--- src/sv/abf_pkg.sv ---
// ----------------------------------------------------------------------------
// abf_pkg
// Shared types and constants for the byte framer: frame phases, register
// indexes, byte codes and the command item that the front passes to the back.
// ----------------------------------------------------------------------------
`default_nettype none

package abf_pkg;

   localparam int RX_W       = 8;
   localparam int CSR_IDX_W  = 2;
   localparam int CSR_DATA_W = 9;

   localparam int QUEUE_DEPTH = 4;
   localparam int QPTR_W      = 2;

   localparam logic [7:0] CODE_SYN       = 8'h16;
   localparam logic [7:0] CODE_START     = 8'h01;
   localparam logic [7:0] CODE_END_TEXT  = 8'h83;
   localparam logic [7:0] CODE_END_BLOCK = 8'h97;
   localparam logic [7:0] CODE_RUB       = 8'h7F;
   localparam logic [7:0] CODE_ONES      = 8'hFF;
   localparam logic [7:0] CODE_ZEROS     = 8'h00;
   localparam logic [7:0] CODE_PLUS      = 8'hAB;
   localparam logic [7:0] CODE_STAR      = 8'h2A;

   localparam logic [6:0] RST_PREAMBLE_MIN_RUN = 7'd12;
   localparam logic [4:0] RST_INVERT_RUN       = 5'd10;
   localparam logic [8:0] RST_MAX_TEXT_LEN     = 9'd240;
   localparam logic [6:0] RST_MIN_HEADER_LEN   = 7'd13;

   localparam logic signed [7:0] RUN_MAX = 8'sd127;
   localparam logic [3:0]        BITS_FULL = 4'd8;

   typedef enum logic [2:0] {
      PH_HUNT = 3'd0,
      PH_SYNC = 3'd1,
      PH_SOH  = 3'd2,
      PH_TEXT = 3'd3,
      PH_CRC1 = 3'd4,
      PH_CRC2 = 3'd5,
      PH_TAIL = 3'd6
   } abf_phase_type;

   typedef enum logic [1:0] {
      CSR_PREAMBLE_MIN_RUN = 2'd0,
      CSR_INVERT_RUN       = 2'd1,
      CSR_MAX_TEXT_LEN     = 2'd2,
      CSR_MIN_HEADER_LEN   = 2'd3
   } abf_csr_type;

   typedef enum logic [1:0] {
      KIND_TEXT = 2'd0,
      KIND_CRC1 = 2'd1,
      KIND_CRC2 = 2'd2
   } abf_kind_type;

   typedef struct packed {
      logic         valid;
      logic [7:0]   data;
      abf_kind_type kind;
      logic         start;
      logic         done;
      logic         abort;
   } abf_slot_type;

   // one accepted byte: shared fields plus up to three result slots
   typedef struct packed {
      logic [3:0]         nbits;
      logic               flip;
      logic [1:0]         cnt;
      abf_slot_type [2:0] slot;
   } abf_cmd_type;

endpackage

`default_nettype wire

--- src/sv/abf_front.sv ---
// ----------------------------------------------------------------------------
// abf_front
// Takes received bytes, runs preamble hunting, bit-slip, sync and text
// framing, and turns each byte into one command item for the queue.
// ----------------------------------------------------------------------------
`default_nettype none

module abf_front #(
   parameter int TEXT_LIMIT = 256
) (
   input  wire logic                               clock,
   input  wire logic                               reset,
   input  wire logic                               req_tvalid,
   output      logic                               req_tready,
   input  wire logic [abf_pkg::RX_W-1:0]           req_tdata,
   input  wire logic                               csr_we,
   input  wire logic [abf_pkg::CSR_IDX_W-1:0]      csr_index,
   input  wire logic [abf_pkg::CSR_DATA_W-1:0]     csr_wdata,
   output      logic                               push,
   output      abf_pkg::abf_cmd_type               cmd,
   input  wire logic                               q_full
);
   import abf_pkg::*;

   localparam int TCW  = $clog2(TEXT_LIMIT + 1);
   localparam int CMPW = (TCW > 9) ? TCW : 9;

   logic [6:0]         pmr_ff;
   logic [4:0]         inv_ff;
   logic [8:0]         mtl_ff;
   logic [6:0]         mhl_ff;

   abf_phase_type      phase_ff, phase_in;
   logic signed [7:0]  rc_ff, rc_in;
   logic [TCW-1:0]     tc_ff, tc_in;
   logic [1:0]         fill_ff, fill_in;
   logic [7:0]         d0_ff, d0_in, d1_ff, d1_in;

   logic [7:0]         rx;
   logic               accept;
   logic [3:0]         slip_len;
   logic               pre_ok, sync_ok, is_end, del_ok, limit_hit, del_len_ok;
   logic [CMPW-1:0]    limit_w;
   logic signed [7:0]  rc_dec, neg_inv;
   logic               to_hunt;
   abf_cmd_type        cmd_in;

   assign rx         = req_tdata;
   assign req_tready = !q_full;
   assign accept     = req_tvalid && req_tready;
   assign push       = accept;
   assign cmd        = cmd_in;

   // position of the lowest zero bit, plus one
   always_comb begin
      slip_len = BITS_FULL;
      for (int i = 7; i >= 0; i--) begin
         if (!rx[i]) slip_len = 4'(i + 1);
      end
   end

   assign pre_ok  = (rc_ff >= $signed({1'b0, pmr_ff})) && (rx != CODE_ONES);
   assign rc_dec  = rc_ff - 8'sd1;
   assign neg_inv = -$signed({3'b000, inv_ff});
   assign is_end  = (rx == CODE_END_TEXT) || (rx == CODE_END_BLOCK);

   always_comb begin
      case (rc_ff)
         8'sd0:         sync_ok = (rx == CODE_PLUS);
         8'sd1:         sync_ok = (rx == CODE_STAR);
         8'sd2, 8'sd3:  sync_ok = (rx == CODE_SYN);
         default:       sync_ok = 1'b0;
      endcase
   end

   assign limit_w    = (CMPW'(mtl_ff) > CMPW'(TEXT_LIMIT)) ? CMPW'(TEXT_LIMIT) : CMPW'(mtl_ff);
   assign limit_hit  = CMPW'(tc_ff) >= limit_w;
   assign del_len_ok = ((CMPW+1)'(tc_ff) + (CMPW+1)'(1)) >=
                       ((CMPW+1)'(mhl_ff) + (CMPW+1)'(3));
   assign del_ok     = (rx == CODE_RUB) && del_len_ok && (fill_ff == 2'd2);

   // next phase
   always_comb begin
      phase_in = phase_ff;
      unique case (phase_ff)
         PH_HUNT: begin
            if (pre_ok) begin
               if (slip_len != 4'd3)        phase_in = PH_SYNC;
               else if (rx == CODE_PLUS)    phase_in = PH_SYNC;
               else                         phase_in = PH_HUNT;
            end
         end
         PH_SYNC: begin
            if (!sync_ok)                   phase_in = PH_HUNT;
            else if (rc_ff == 8'sd3)        phase_in = PH_SOH;
         end
         PH_SOH:  phase_in = (rx == CODE_START) ? PH_TEXT : PH_HUNT;
         PH_TEXT: begin
            if (limit_hit)                  phase_in = PH_HUNT;
            else if (is_end)                phase_in = PH_CRC1;
            else if (del_ok)                phase_in = PH_HUNT;
         end
         PH_CRC1: phase_in = PH_CRC2;
         PH_CRC2: phase_in = PH_TAIL;
         PH_TAIL: phase_in = PH_HUNT;
         default: phase_in = PH_HUNT;
      endcase
   end

   // counters, delay line and command item
   always_comb begin
      rc_in   = rc_ff;
      tc_in   = tc_ff;
      fill_in = fill_ff;
      d0_in   = d0_ff;
      d1_in   = d1_ff;
      to_hunt = 1'b0;
      cmd_in        = '0;
      cmd_in.nbits  = BITS_FULL;
      cmd_in.cnt    = 2'd1;
      unique case (phase_ff)
         PH_HUNT: begin
            if (pre_ok) begin
               rc_in = 8'sd0;
               if (slip_len < 4'd3) begin
                  cmd_in.nbits = {3'b011, rx[0]};
                  rc_in        = 8'sd1;
               end else if (slip_len > 4'd3) begin
                  cmd_in.nbits = slip_len - 4'd3;
               end else if (rx == CODE_PLUS) begin
                  rc_in = 8'sd1;
               end else begin
                  to_hunt = 1'b1;
               end
            end else if (rx == CODE_ZEROS) begin
               if (rc_dec <= neg_inv) begin
                  cmd_in.flip = 1'b1;
                  rc_in       = -rc_dec;
               end else begin
                  rc_in = rc_dec;
               end
            end else if (rx == CODE_ONES) begin
               if (rc_ff < RUN_MAX) rc_in = rc_ff + 8'sd1;
            end else begin
               rc_in = 8'sd0;
            end
         end
         PH_SYNC: begin
            if (sync_ok) rc_in = rc_ff + 8'sd1;
            else         to_hunt = 1'b1;
         end
         PH_SOH: begin
            if (rx == CODE_START) begin
               tc_in               = '0;
               fill_in             = 2'd0;
               cmd_in.slot[0].start = 1'b1;
            end else begin
               to_hunt = 1'b1;
            end
         end
         PH_TEXT: begin
            if (limit_hit) begin
               cmd_in.slot[0].abort = 1'b1;
               to_hunt = 1'b1;
            end else begin
               tc_in = tc_ff + TCW'(1);
               if (is_end) begin
                  // flush delayed bytes ahead of the end mark
                  case (fill_ff)
                     2'd0: begin
                        cmd_in.slot[0].valid = 1'b1;
                        cmd_in.slot[0].data  = rx;
                        cmd_in.cnt = 2'd1;
                     end
                     2'd1: begin
                        cmd_in.slot[0].valid = 1'b1;
                        cmd_in.slot[0].data  = d0_ff;
                        cmd_in.slot[1].valid = 1'b1;
                        cmd_in.slot[1].data  = rx;
                        cmd_in.cnt = 2'd2;
                     end
                     default: begin
                        cmd_in.slot[0].valid = 1'b1;
                        cmd_in.slot[0].data  = d0_ff;
                        cmd_in.slot[1].valid = 1'b1;
                        cmd_in.slot[1].data  = d1_ff;
                        cmd_in.slot[2].valid = 1'b1;
                        cmd_in.slot[2].data  = rx;
                        cmd_in.cnt = 2'd3;
                     end
                  endcase
                  fill_in = 2'd0;
               end else if (del_ok) begin
                  // missed end: delayed bytes were the CRC
                  cmd_in.slot[0].valid = 1'b1;
                  cmd_in.slot[0].data  = d0_ff;
                  cmd_in.slot[0].kind  = KIND_CRC1;
                  cmd_in.slot[1].valid = 1'b1;
                  cmd_in.slot[1].data  = d1_ff;
                  cmd_in.slot[1].kind  = KIND_CRC2;
                  cmd_in.slot[2].done  = 1'b1;
                  cmd_in.cnt = 2'd3;
                  to_hunt = 1'b1;
               end else if (fill_ff == 2'd2) begin
                  cmd_in.slot[0].valid = 1'b1;
                  cmd_in.slot[0].data  = d0_ff;
                  d0_in = d1_ff;
                  d1_in = rx;
               end else begin
                  if (fill_ff == 2'd0) d0_in = rx;
                  else                 d1_in = rx;
                  fill_in = fill_ff + 2'd1;
               end
            end
         end
         PH_CRC1: begin
            cmd_in.slot[0].valid = 1'b1;
            cmd_in.slot[0].data  = rx;
            cmd_in.slot[0].kind  = KIND_CRC1;
         end
         PH_CRC2: begin
            cmd_in.slot[0].valid = 1'b1;
            cmd_in.slot[0].data  = rx;
            cmd_in.slot[0].kind  = KIND_CRC2;
         end
         PH_TAIL: begin
            cmd_in.slot[0].done = 1'b1;
            to_hunt = 1'b1;
         end
         default: to_hunt = 1'b1;
      endcase
      if (to_hunt) begin
         rc_in   = 8'sd0;
         tc_in   = '0;
         fill_in = 2'd0;
      end
   end

   always_ff @(posedge clock) begin
      if (reset) begin
         pmr_ff   <= RST_PREAMBLE_MIN_RUN;
         inv_ff   <= RST_INVERT_RUN;
         mtl_ff   <= RST_MAX_TEXT_LEN;
         mhl_ff   <= RST_MIN_HEADER_LEN;
         phase_ff <= PH_HUNT;
         rc_ff    <= 8'sd0;
         tc_ff    <= '0;
         fill_ff  <= 2'd0;
      end else begin
         if (csr_we) begin
            unique case (abf_csr_type'(csr_index))
               CSR_PREAMBLE_MIN_RUN: pmr_ff <= csr_wdata[6:0];
               CSR_INVERT_RUN:       inv_ff <= csr_wdata[4:0];
               CSR_MAX_TEXT_LEN:     mtl_ff <= csr_wdata[8:0];
               CSR_MIN_HEADER_LEN:   mhl_ff <= csr_wdata[6:0];
               default:              ;
            endcase
         end
         if (accept) begin
            phase_ff <= phase_in;
            rc_ff    <= rc_in;
            tc_ff    <= tc_in;
            fill_ff  <= fill_in;
         end
      end
   end

   always_ff @(posedge clock) begin
      if (accept) begin
         d0_ff <= d0_in;
         d1_ff <= d1_in;
      end
   end

   a_fill_range: assert property (@(posedge clock) disable iff (reset)
      fill_ff != 2'd3)
      else $error("delay fill out of range");

endmodule

`default_nettype wire

--- src/sv/abf_queue.sv ---
// ----------------------------------------------------------------------------
// abf_queue
// Short queue of command items between the front and the back.
// ----------------------------------------------------------------------------
`default_nettype none

module abf_queue (
   input  wire logic                  clock,
   input  wire logic                  reset,
   input  wire logic                  push,
   input  wire abf_pkg::abf_cmd_type  din,
   input  wire logic                  pop,
   output      abf_pkg::abf_cmd_type  dout,
   output      logic                  full,
   output      logic                  empty
);
   import abf_pkg::*;

   abf_cmd_type        mem_ff [QUEUE_DEPTH];
   logic [QPTR_W-1:0]  wr_ff, wr_in, rd_ff, rd_in;
   logic [QPTR_W:0]    count_ff, count_in;

   assign full  = (count_ff == (QPTR_W+1)'(QUEUE_DEPTH));
   assign empty = (count_ff == '0);
   assign dout  = mem_ff[rd_ff];

   always_comb begin
      wr_in    = push ? wr_ff + QPTR_W'(1) : wr_ff;
      rd_in    = pop  ? rd_ff + QPTR_W'(1) : rd_ff;
      count_in = count_ff + (QPTR_W+1)'(push) - (QPTR_W+1)'(pop);
   end

   always_ff @(posedge clock) begin
      if (reset) begin
         wr_ff    <= '0;
         rd_ff    <= '0;
         count_ff <= '0;
      end else begin
         wr_ff    <= wr_in;
         rd_ff    <= rd_in;
         count_ff <= count_in;
      end
   end

   always_ff @(posedge clock) begin
      if (push) mem_ff[wr_ff] <= din;
   end

   a_no_overflow: assert property (@(posedge clock) disable iff (reset)
      push |-> (!full || pop))
      else $error("queue push while full");

   a_no_underflow: assert property (@(posedge clock) disable iff (reset)
      pop |-> !empty)
      else $error("queue pop while empty");

endmodule

`default_nettype wire

--- src/sv/abf_back.sv ---
// ----------------------------------------------------------------------------
// abf_back
// Unpacks command items into one to three result items and drives the
// result stream through an output register.
// ----------------------------------------------------------------------------
`default_nettype none

module abf_back (
   input  wire logic                  clock,
   input  wire logic                  reset,
   input  wire logic                  q_empty,
   input  wire abf_pkg::abf_cmd_type  q_head,
   output      logic                  q_pop,
   output      logic                  rsp_tvalid,
   input  wire logic                  rsp_tready,
   output      logic [15:0]           rsp_tdata,
   output      logic [2:0]            rsp_tuser,
   output      logic                  rsp_tlast
);
   import abf_pkg::*;

   abf_cmd_type   cmd_ff, cmd_in;
   logic          cmd_valid_ff, cmd_valid_in;
   logic [1:0]    idx_ff, idx_in;
   logic          out_valid_ff, out_valid_in;
   abf_slot_type  out_slot_ff;
   logic [3:0]    out_nbits_ff;
   logic          out_flip_ff;
   logic          out_last_ff;

   abf_slot_type  slot_cur;
   logic          advance, emit, last_slot, cmd_free;

   assign slot_cur  = cmd_ff.slot[idx_ff];
   assign last_slot = (idx_ff + 2'd1) == cmd_ff.cnt;
   assign advance   = !out_valid_ff || rsp_tready;
   assign emit      = advance && cmd_valid_ff;
   assign cmd_free  = !cmd_valid_ff || (emit && last_slot);
   assign q_pop     = cmd_free && !q_empty;

   always_comb begin
      cmd_in       = cmd_ff;
      cmd_valid_in = cmd_valid_ff;
      idx_in       = idx_ff;
      if (q_pop) begin
         cmd_in       = q_head;
         cmd_valid_in = 1'b1;
         idx_in       = 2'd0;
      end else if (emit) begin
         if (last_slot) cmd_valid_in = 1'b0;
         idx_in = idx_ff + 2'd1;
      end
      out_valid_in = emit ? 1'b1 : (rsp_tready ? 1'b0 : out_valid_ff);
   end

   always_ff @(posedge clock) begin
      if (reset) begin
         cmd_valid_ff <= 1'b0;
         idx_ff       <= 2'd0;
         out_valid_ff <= 1'b0;
      end else begin
         cmd_valid_ff <= cmd_valid_in;
         idx_ff       <= idx_in;
         out_valid_ff <= out_valid_in;
      end
   end

   always_ff @(posedge clock) begin
      cmd_ff <= cmd_in;
      if (emit) begin
         out_slot_ff  <= slot_cur;
         out_nbits_ff <= cmd_ff.nbits;
         out_flip_ff  <= cmd_ff.flip;
         out_last_ff  <= last_slot;
      end
   end

   assign rsp_tvalid = out_valid_ff;
   assign rsp_tdata  = {out_slot_ff.abort, out_slot_ff.done, out_slot_ff.start,
                        out_slot_ff.data, out_flip_ff, out_nbits_ff};
   assign rsp_tuser  = {out_slot_ff.kind, out_slot_ff.valid};
   assign rsp_tlast  = out_last_ff;

   a_idx_in_range: assert property (@(posedge clock) disable iff (reset)
      cmd_valid_ff |-> (cmd_ff.cnt != 2'd0 && idx_ff < cmd_ff.cnt))
      else $error("result index beyond item count");

endmodule

`default_nettype wire

--- src/sv/acars_byte_framer.sv ---
// Path: an accepted byte goes through the queue, the back's command register
// and the output register. Throughput: one byte per cycle while the 4-entry
// queue has room; each byte gives 1 to 3 results, and the result port sends
// one per cycle while rsp_tready is high.
// Reset: synchronous, active high; hunting phase, counters cleared, registers
// back to their defaults, queue and output empty.
// ----------------------------------------------------------------------------
// acars_byte_framer
// Byte-level frame sync and deframer: preamble hunt, bit slip, sync check,
// delayed text streaming, CRC bytes and frame end.
// ----------------------------------------------------------------------------
`default_nettype none

module acars_byte_framer #(
   parameter int TEXT_LIMIT = 256
) (
   input  wire logic        clock,
   input  wire logic        reset,
   input  wire logic        req_tvalid,
   output      logic        req_tready,
   input  wire logic [7:0]  req_tdata,    // [7:0] rx_byte
   output      logic        rsp_tvalid,
   input  wire logic        rsp_tready,
   output      logic [15:0] rsp_tdata,    // [3:0] next_bits, [4] flip_polarity,
                                          // [12:5] data_byte, [13] frame_start,
                                          // [14] frame_done, [15] frame_abort
   output      logic [2:0]  rsp_tuser,    // [0] data_valid, [2:1] data_kind
   output      logic        rsp_tlast,
   input  wire logic        csr_we,
   input  wire logic [1:0]  csr_index,
   input  wire logic [8:0]  csr_wdata
);
   import abf_pkg::*;

   logic         push, pop, q_full, q_empty;
   abf_cmd_type  cmd_push, cmd_head;

   abf_front #(
      .TEXT_LIMIT (TEXT_LIMIT)
   ) u_front (
      .clock      (clock),
      .reset      (reset),
      .req_tvalid (req_tvalid),
      .req_tready (req_tready),
      .req_tdata  (req_tdata),
      .csr_we     (csr_we),
      .csr_index  (csr_index),
      .csr_wdata  (csr_wdata),
      .push       (push),
      .cmd        (cmd_push),
      .q_full     (q_full)
   );

   abf_queue u_queue (
      .clock (clock),
      .reset (reset),
      .push  (push),
      .din   (cmd_push),
      .pop   (pop),
      .dout  (cmd_head),
      .full  (q_full),
      .empty (q_empty)
   );

   abf_back u_back (
      .clock      (clock),
      .reset      (reset),
      .q_empty    (q_empty),
      .q_head     (cmd_head),
      .q_pop      (pop),
      .rsp_tvalid (rsp_tvalid),
      .rsp_tready (rsp_tready),
      .rsp_tdata  (rsp_tdata),
      .rsp_tuser  (rsp_tuser),
      .rsp_tlast  (rsp_tlast)
   );

endmodule

`default_nettype wire
--- config.mk ---
export PLATFORM = sky130hd
export DESIGN_NAME = acars_byte_framer
export DESIGN_NICKNAME = d
export VERILOG_FILES = /design/src/sv/abf_pkg.sv /design/src/sv/abf_front.sv /design/src/sv/abf_queue.sv /design/src/sv/abf_back.sv /design/src/sv/acars_byte_framer.sv
export SDC_FILE = /design/constraint.sdc
export NUM_CORES = 1
export LEC_CHECK = 0
export ABC_AREA = 1
export BUFFER_PORTS_ARGS = -buffer_cell sky130_fd_sc_hd__buf_2
export CORE_MARGIN = 4
export CORE_UTILIZATION = 65
export DETAILED_ROUTE_END_ITERATION = 10
export PLACE_DENSITY = 0.93
export SYNTH_ARGS = -nofsm -noshare
export SYNTH_HDL_FRONTEND = slang
export SYNTH_SLANG_ARGS = --single-unit
--- constraint.sdc ---
create_clock -name clock -period 8.2 [get_ports clock]
set_input_delay 0 -clock clock [delete_from_list [all_inputs] [get_ports clock]]
set_output_delay 0 -clock clock [all_outputs]
set_load 0.01 [all_outputs]
==> flow_summary_export.csv, run 1 <==
group,metric,value,unit
timing,layout_min_cycle_time,3910,ps
timing,worst_slew_pin_slew,1260,ps
clock_tree,cts.sinks,292,
timing,achievable-frequency,255,MHz
logic_synthesis,yosys_warnings,0,
floorplan,io_pins,46,
clock_tree,cts_inserted_buffers,29,
detailed_routing,drt_iter0_markers,1285,
grt,grt_use_total,29.0,%
worst_setup_path,worst_ep_required_time,8680,ps
finish,final.fill_count,1189,
clock_tree,cts.reportedPaths.clkPinSlew,70,ps
timing,tns,0,ps
placed_design,globalplace.congestion,0.937,
timing,final_hold_viol_count,0,
finish,areaGrowthSynthToFinish,13.1,%
detailed_routing,detail_route.wirelength,34600,um
run,timing.max_cap.violations,0,
finish,layout-drive-gt1-share,10.3,%
logic_synthesis,synth_sequential_area_ratio,60.1,%
hold_path,timing.hold.worst.start,"req_tvalid",
worst_setup_path,crit_path_start_kind,"flip-flop",
clock_tree,post-cts-setup-buffers,0,
placed_design,dp.cells,1667,
finish,n_antenna_cell,0,
timing,worst_hold_slack,156,ps
detailed_routing,detail_route.drc_violations,0,
power_and_ir_drop,vdd_drop_max,0.000165,V
timing,layout_worst_path_cycle_share,47.7,%
clock_tree,cts_tree,"yes",
timing,setup_viol,0,
timing,finalWorstSetupSlack,4290,ps
floorplan,floorplan.rows,52,
floorplan,fp.dieH,153,um
logic_synthesis,synth_cells,1376,
power_and_ir_drop,leakage_power,6.07,nW
hold_path,worstHoldPathType,"input pin to flip-flop",
timing,finalClockSkew,13.3,ps
clock_tree,cts_hold_repair.buffers,33,
placed_design,place_worst_setup_slack,4410,ps
finish,stdcell_count,1752,
clock_tree,cts_buffer_depth,3,
logic_synthesis,synth_ff_type,"edfxtp_1",
logic_synthesis,number_of_distinct_library_cells_after_synthesis,44,
detailed_routing,antenna_violating_nets_post_route,0,
worst_setup_path,critical_path.reg2reg.startpoint,"u_back.idx_ff[0]",
worst_setup_path,path_class,"flip-flop to flip-flop",
grt,maximum_number_of_pins_on_one_net_before_global_route_repair,80,
clock_tree,h-tree-depth,1,
run_status,status,"finished clean",
floorplan,total_core_area,0.0204,mm2
floorplan,fp.dieW,153,um
logic_synthesis,synth_area_per_cell,9.87,um2
logic_synthesis,async_set_or_reset_flop_fraction_in_the_synthesized_netlist,0,%
floorplan,area_of_the_die,0.0233,mm2
grt,grt_pass1_wl,54800,um
detailed_routing,number_of_vias_after_detailed_routing,10700,
worst_setup_path,crit_path_end_kind,"flip-flop",
worst_setup_path,r2r_cells,16,
power_and_ir_drop,power_density,287,mW/mm2
grt,globalRoute.totalOverflow,0,
grt,initial_antenna_violation_count,0,
detailed_routing,route.detailed.vias_per_inst,6.09,
placed_design,numPortBuffers,45,
worst_setup_path,crit-reg2reg-capture,"u_queue.count_ff[2]",
worst_setup_path,critPathMaxFanout,42,
detailed_routing,firstDrtPassIters,6,
finish,layout.nets,1537,
grt,first_global_vias,10500,
power_and_ir_drop,post-layout-total-power,4.40,mW
logic_synthesis,synthesis.area,0.0136,mm2
detailed_routing,post_drt_wl_per_cell,19.8,um
logic_synthesis,synth.ff_latch_count,292,
hold_path,worst_hold_path_stage_count,3,
floorplan,initial_utilization,66.7,%
hold_path,worst_hold_path_ep,"u_queue.wr_ff[0]",
clock_tree,number_of_instances_resized_during_post_cts_repair,0,
clock_tree,clock_latency,550,ps
timing,slew_headroom,14.9,%
clock_tree,cts_root_buffer,"clkbuf_16",
placed_design,hpwl,20700,um
timing,grt_setup_unrepaired,"false",
timing,slew_violations,0,
worst_setup_path,setup_slack_reg_to_reg,4290,ps
worst_setup_path,cp.arrival,4390,ps
logic_synthesis,synth-edff-count,231,
==> state kept, by name, indices dropped and copies added (netlist names) <==
signal and count:
u_queue.mem_ff 156, u_back.cmd_ff 39, u_back.rsp_tdata 11, u_front.mtl_ff 9
u_front.tc_ff 9, u_front.d0_ff 8, u_front.d1_ff 8, u_front.rc_ff 8
u_front.mhl_ff 7, u_front.pmr_ff 7, u_front.inv_ff 5, u_back.out_nbits_ff 4
u_back.rsp_tuser 3, u_front.phase_ff 3, u_queue.count_ff 3, u_back.idx_ff 2
u_front.fill_ff 2, u_queue.rd_ff 2, u_queue.wr_ff 2, u_back.cmd_valid_ff 1
u_back.out_flip_ff 1, u_back.rsp_tlast 1, u_back.rsp_tvalid 1
==> logic make-up (layout without fill, tap and decap cells) <==
group | Yosys count | count (layout) | synth area share, %
AND/OR/NAND/NOR | 547 | 547 | 17.2
buffers and inverters | 184 | 279 | 5.22
AO/OA/AOI/OAI | 273 | 273 | 10.9
flip-flops | 292 | 292 | 60.1
other | 1 | 12 | 0.0276
adder cells (fa/ha/maj) | 52 | 52 | 4.85
XOR/XNOR | 27 | 27 | 1.74
==> synthesized netlist by cell type, types with 2 or more instances <==
| cell | number | area, um2 |
|---|---|---|
| a21oi_1 | 59 | 295 |
| a31oi_1 | 3 | 18.8 |
| buf_2 | 4 | 20.0 |
| clkbuf_1 | 39 | 146 |
| clkinv_1 | 3 | 11.3 |
| dfxtp_1 | 61 | 1220 |
| edfxtp_1 | 231 | 6940 |
| ha_1 | 51 | 638 |
| inv_1 | 114 | 428 |
| inv_2 | 20 | 75.1 |
| nand2_1 | 226 | 848 |
| nand2_2 | 4 | 25.0 |
| nand3_1 | 53 | 265 |
| nand3_2 | 3 | 30.0 |
| nand3b_1 | 2 | 15.0 |
| nand4_1 | 14 | 87.6 |
| nor2_1 | 204 | 766 |
| nor2_2 | 8 | 50.1 |
| nor2_4 | 3 | 33.8 |
| nor3_1 | 19 | 95.1 |
| nor3_2 | 2 | 20.0 |
| nor4_1 | 3 | 18.8 |
| o211ai_1 | 5 | 37.5 |
| o21a_1 | 3 | 22.5 |
| o21ai_0 | 140 | 701 |
| o21ai_1 | 6 | 30.0 |
| o22ai_1 | 45 | 282 |
| o31ai_1 | 10 | 75.1 |
| xnor2_1 | 4 | 35.0 |
| xor2_1 | 23 | 201 |
==> through the flow <==
step           instance area [um2]  utilization, %
2_1_floorplan                13600               -
3_3_place_gp                 14100            69.3
3_5_place_dp                 14100            69.3
4_1_cts                      15400            75.4
5_1_grt                      15400            75.4
6_report                     15400            75.4
==> power breakdown <==
group	switching, mW	internal [mW]
Combinational	0.771	0.310
Sequential	0.107	1.96
Clock	0.561	0.697
==> placed cells by master, fill, tap and decap left out, types with 10 or more instances in the layout <==
cell | Yosys | routed
buf_4 | 1 | 11
xor2_1 | 23 | 23
o31ai_1 | 10 | 10
o21ai_0 | 140 | 140
clkbuf_16 | 0 | 30
nor3_1 | 19 | 19
ha_1 | 51 | 51
inv_1 | 114 | 114
nand2_1 | 226 | 226
conb_1 | 1 | 12
dfxtp_1 | 61 | 60
o22ai_1 | 45 | 45
nand4_1 | 14 | 14
nand3_1 | 53 | 53
dlygate4sd3_1 | 0 | 33
nor2_1 | 204 | 199
edfxtp_1 | 231 | 231
buf_2 | 4 | 45
a21oi_1 | 59 | 59
inv_2 | 20 | 21
==> worst max-delay path by stage <==
| stage | startpoint | to |
|---|---|---|
| CTS | u_back.idx_ff[0] | u_queue.count_ff[2] |
| detailed placement | u_back.idx_ff[0] | u_queue.count_ff[2] |
| floorplan | u_back.rsp_tvalid | u_queue.count_ff[2] |
| global route | u_back.idx_ff[0] | u_queue.count_ff[2] |
| global placement | u_back.idx_ff[0] | u_queue.count_ff[2] |
| finish | u_back.idx_ff[0] | u_queue.count_ff[2] |
==> critical path, stage by stage, from the launching register on <==
cell     delay, ps
dfxtp_1        670
inv_1          480
or2_2          400
a21oi_1        200
nand2_1         70
nand2_1        130
inv_1           80
nor2_4          70
buf_4          470
ha_1           340
inv_1           60
ha_1           140
inv_1           50
fa_1           350
inv_1           80
o21ai_0         90
a21oi_1        150
==> cell type report <==
type | count | area (um2) | share of cell area (%)
tap | 270 | 338 | 2.20
timing repair buffer | 89 | 638 | 4.16
sequential | 292 | 8160 | 53.1
clock buffer | 36 | 803 | 5.23
inverter | 138 | 520 | 3.39
multi-input combinational | 911 | 4790 | 31.2
clock inverter | 16 | 101 | 0.660
==> per-layer routing <==
metal | share of wire [%] | track usage, % | wire length [um] | vias to the layer above
met3 | 8.4 | 3.58 | 2920 | 110
met1 | 37 | 36.3 | 12800 | 5040
li1 | - | - | - | 4878
met2 | 52 | 53.0 | 17900 | 646
met4 | 2.8 | 8.99 | 986 | 0
met5 | 0 | 0 | 0 | -
(Power assumes the default switching activity.)
==> inputs of run 2 (changes only) <==
--- a/config.mk
+++ b/config.mk
@@ -8,9 +8,9 @@
 export ABC_AREA = 1
 export BUFFER_PORTS_ARGS = -buffer_cell sky130_fd_sc_hd__buf_2
 export CORE_MARGIN = 4
-export CORE_UTILIZATION = 65
+export CORE_UTILIZATION = 62
 export DETAILED_ROUTE_END_ITERATION = 10
-export PLACE_DENSITY = 0.93
+export PLACE_DENSITY = 0.9
 export SYNTH_ARGS = -nofsm -noshare
 export SYNTH_HDL_FRONTEND = slang
 export SYNTH_SLANG_ARGS = --single-unit
==> constraint.sdc (replaced) <==
create_clock -name clock -period 3.9 [get_ports clock]
set_input_delay 0 -clock clock [delete_from_list [all_inputs] [get_ports clock]]
set_output_delay 0 -clock clock [all_outputs]
set_load 0.01 [all_outputs]
==> run 2 against run 1 <==
Register-to-register slack got worse by 3900 ps. Total power grew 110%. Utilization fell by 3.2 points. Sequential power is 110% higher. Sequential share of layout area is essentially flat. Flip-flop and latch count unchanged. Global-route usage down 2.1 points. Count of clock-buffer cells in the layout rose by 2. Critical path depth did not move. Routed wire length decreased by 3.8%. Combinational power up 110%. Final cell count rose by 0.29%. Critical path type unchanged. Largest power group unchanged. Highest routed layer unchanged.
==> flow_summary_export.csv, run 2 (synthesis results as in run 1) <==
group,metric,value,unit
run_status,status,"finished clean",
floorplan,fp.dieH,156,um
placed_design,numPortBuffers,45,
timing,slew_headroom,26.4,%
finish,areaGrowthSynthToFinish,13.1,%
placed_design,globalplace.congestion,0.950,
power_and_ir_drop,vdd_drop_max,0.000411,V
detailed_routing,post_drt_wl_per_cell,19.0,um
floorplan,io_pins,46,
finish,n_antenna_cell,0,
detailed_routing,detail_route.wirelength,33300,um
timing,setup_viol,0,
timing,layout_min_cycle_time,3560,ps
grt,grt_use_total,27.0,%
worst_setup_path,path_class,"flip-flop to flip-flop",
placed_design,dp.cells,1679,
clock_tree,post-cts-setup-buffers,0,
placed_design,hpwl,20800,um
grt,globalRoute.totalOverflow,0,
detailed_routing,firstDrtPassIters,6,
worst_setup_path,crit_path_end_kind,"flip-flop",
clock_tree,cts_inserted_buffers,30,
floorplan,fp.dieW,156,um
floorplan,floorplan.rows,53,
run,timing.max_cap.violations,0,
finish,largest_register_ff_count,156,
detailed_routing,route.detailed.vias_per_inst,6.05,
power_and_ir_drop,leakage_power,6.07,nW
timing,grt_setup_unrepaired,"false",
timing,achievable-frequency,281,MHz
grt,initial_antenna_violation_count,0,
clock_tree,cts.reportedPaths.clkPinSlew,60,ps
floorplan,initial_utilization,63.8,%
clock_tree,cts_buffer_depth,3,
hold_path,worstHoldPathType,"input pin to flip-flop",
worst_setup_path,critPathMaxFanout,10,
timing,finalWorstSetupSlack,340,ps
clock_tree,number_of_instances_resized_during_post_cts_repair,0,
detailed_routing,drt_iter0_markers,1107,
worst_setup_path,cp.arrival,3850,ps
finish,stdcell_count,1757,
clock_tree,h-tree-depth,1,
worst_setup_path,crit_path_start_kind,"flip-flop",
timing,worst_hold_slack,153,ps
worst_setup_path,worst_ep_required_time,4190,ps
clock_tree,cts_tree,"yes",
floorplan,area_of_the_die,0.0243,mm2
timing,layout_worst_path_cycle_share,91.3,%
finish,layout.nets,1542,
detailed_routing,number_of_vias_after_detailed_routing,10600,
finish,layout-drive-gt1-share,10.4,%
grt,maximum_number_of_pins_on_one_net_before_global_route_repair,80,
placed_design,detailed_place.area,0.0142,mm2
placed_design,place_worst_setup_slack,526,ps
finish,mostFrequentLayoutCells,"231 x edfxtp_1, 226 x nand2_1, 199 x nor2_1, 140 x o21ai_0, 114 x inv_1",
finish,design_area,0.0154,mm2
detailed_routing,antenna_violating_nets_post_route,0,
clock_tree,clock_latency,570,ps
timing,finalClockSkew,16.9,ps
finish,layout_commonest_cell,"edfxtp_1",
finish,registers.top_by_ff_count,"u_queue.mem_ff",
grt,first_global_vias,10400,
detailed_routing,detail_route.drc_violations,0,
power_and_ir_drop,power_density,599,mW/mm2
clock_tree,cts_hold_repair.buffers,30,
timing,worst_slew_pin_slew,1100,ps
floorplan,total_core_area,0.0213,mm2
timing,final_hold_viol_count,0,
timing,tns,0,ps
timing,slew_violations,0,
clock_tree,cts.sinks,292,
clock_tree,cts_root_buffer,"clkbuf_16",
grt,grt_pass1_wl,52800,um
[run 2: through the flow]
step | utilization [%] | total power, mW
after floorplan | - | 5.80
after global placement | 66.6 | 6.40
after detailed placement | 66.6 | 6.55
after CTS | 72.2 | 9.20
after global routing | 72.2 | 9.64
final | 72.2 | 9.21
[run 2: per-layer routing]
layer	global-route usage, %	up-vias	part of all wire, %	wire length (um)
li1	-	4891	-	-
met1	34.2	5021	37	12500
met2	47.0	607	50	16600
met3	3.94	106	8.7	2910
met4	10.4	0	3.9	1310
met5	0	-	0	0
[run 2: worst paths after layout]
path / slack [ps] / to / from / cells after the start
hold / removal: 150 / u_queue.wr_ff[0] / req_tvalid / 3
setup / recovery: 340 / u_queue.mem_ff[1][20] / u_front.mtl_ff[4] / 16
hold reg to reg: 410 / u_back.out_flip_ff / u_back.cmd_ff[44] / 0
setup reg to reg: 340 / u_queue.mem_ff[1][20] / u_front.mtl_ff[4] / 16
[run 2: power by group]
part,switching (mW),internal [mW]
registers,0.198,4.11
clock network,1.15,1.48
logic,1.60,0.668
[run 2: worst max-delay path, stage by stage, from the launching register on]
cell,delay (ps)
dfxtp_1,330
nor4_1,330
a31oi_1,160
inv_1,170
nand2_1,80
ha_1,310
a21oi_1,170
o21ai_0,120
nand2_1,70
nand4_1,240
nor2_4,260
inv_2,110
nor2_2,180
nand2_1,230
inv_2,210
o21ai_1,80
o21ai_0,250
[run 2: final cells by class]
type	count	area (um2)
Clock buffer	38	781
Timing Repair Buffer	93	661
Sequential cell	292	8160
Tap cell	275	344
Fill cell	1376	5920
Clock inverter	10	108
Inverter	138	520
Multi-Input combinational cell	911	4790
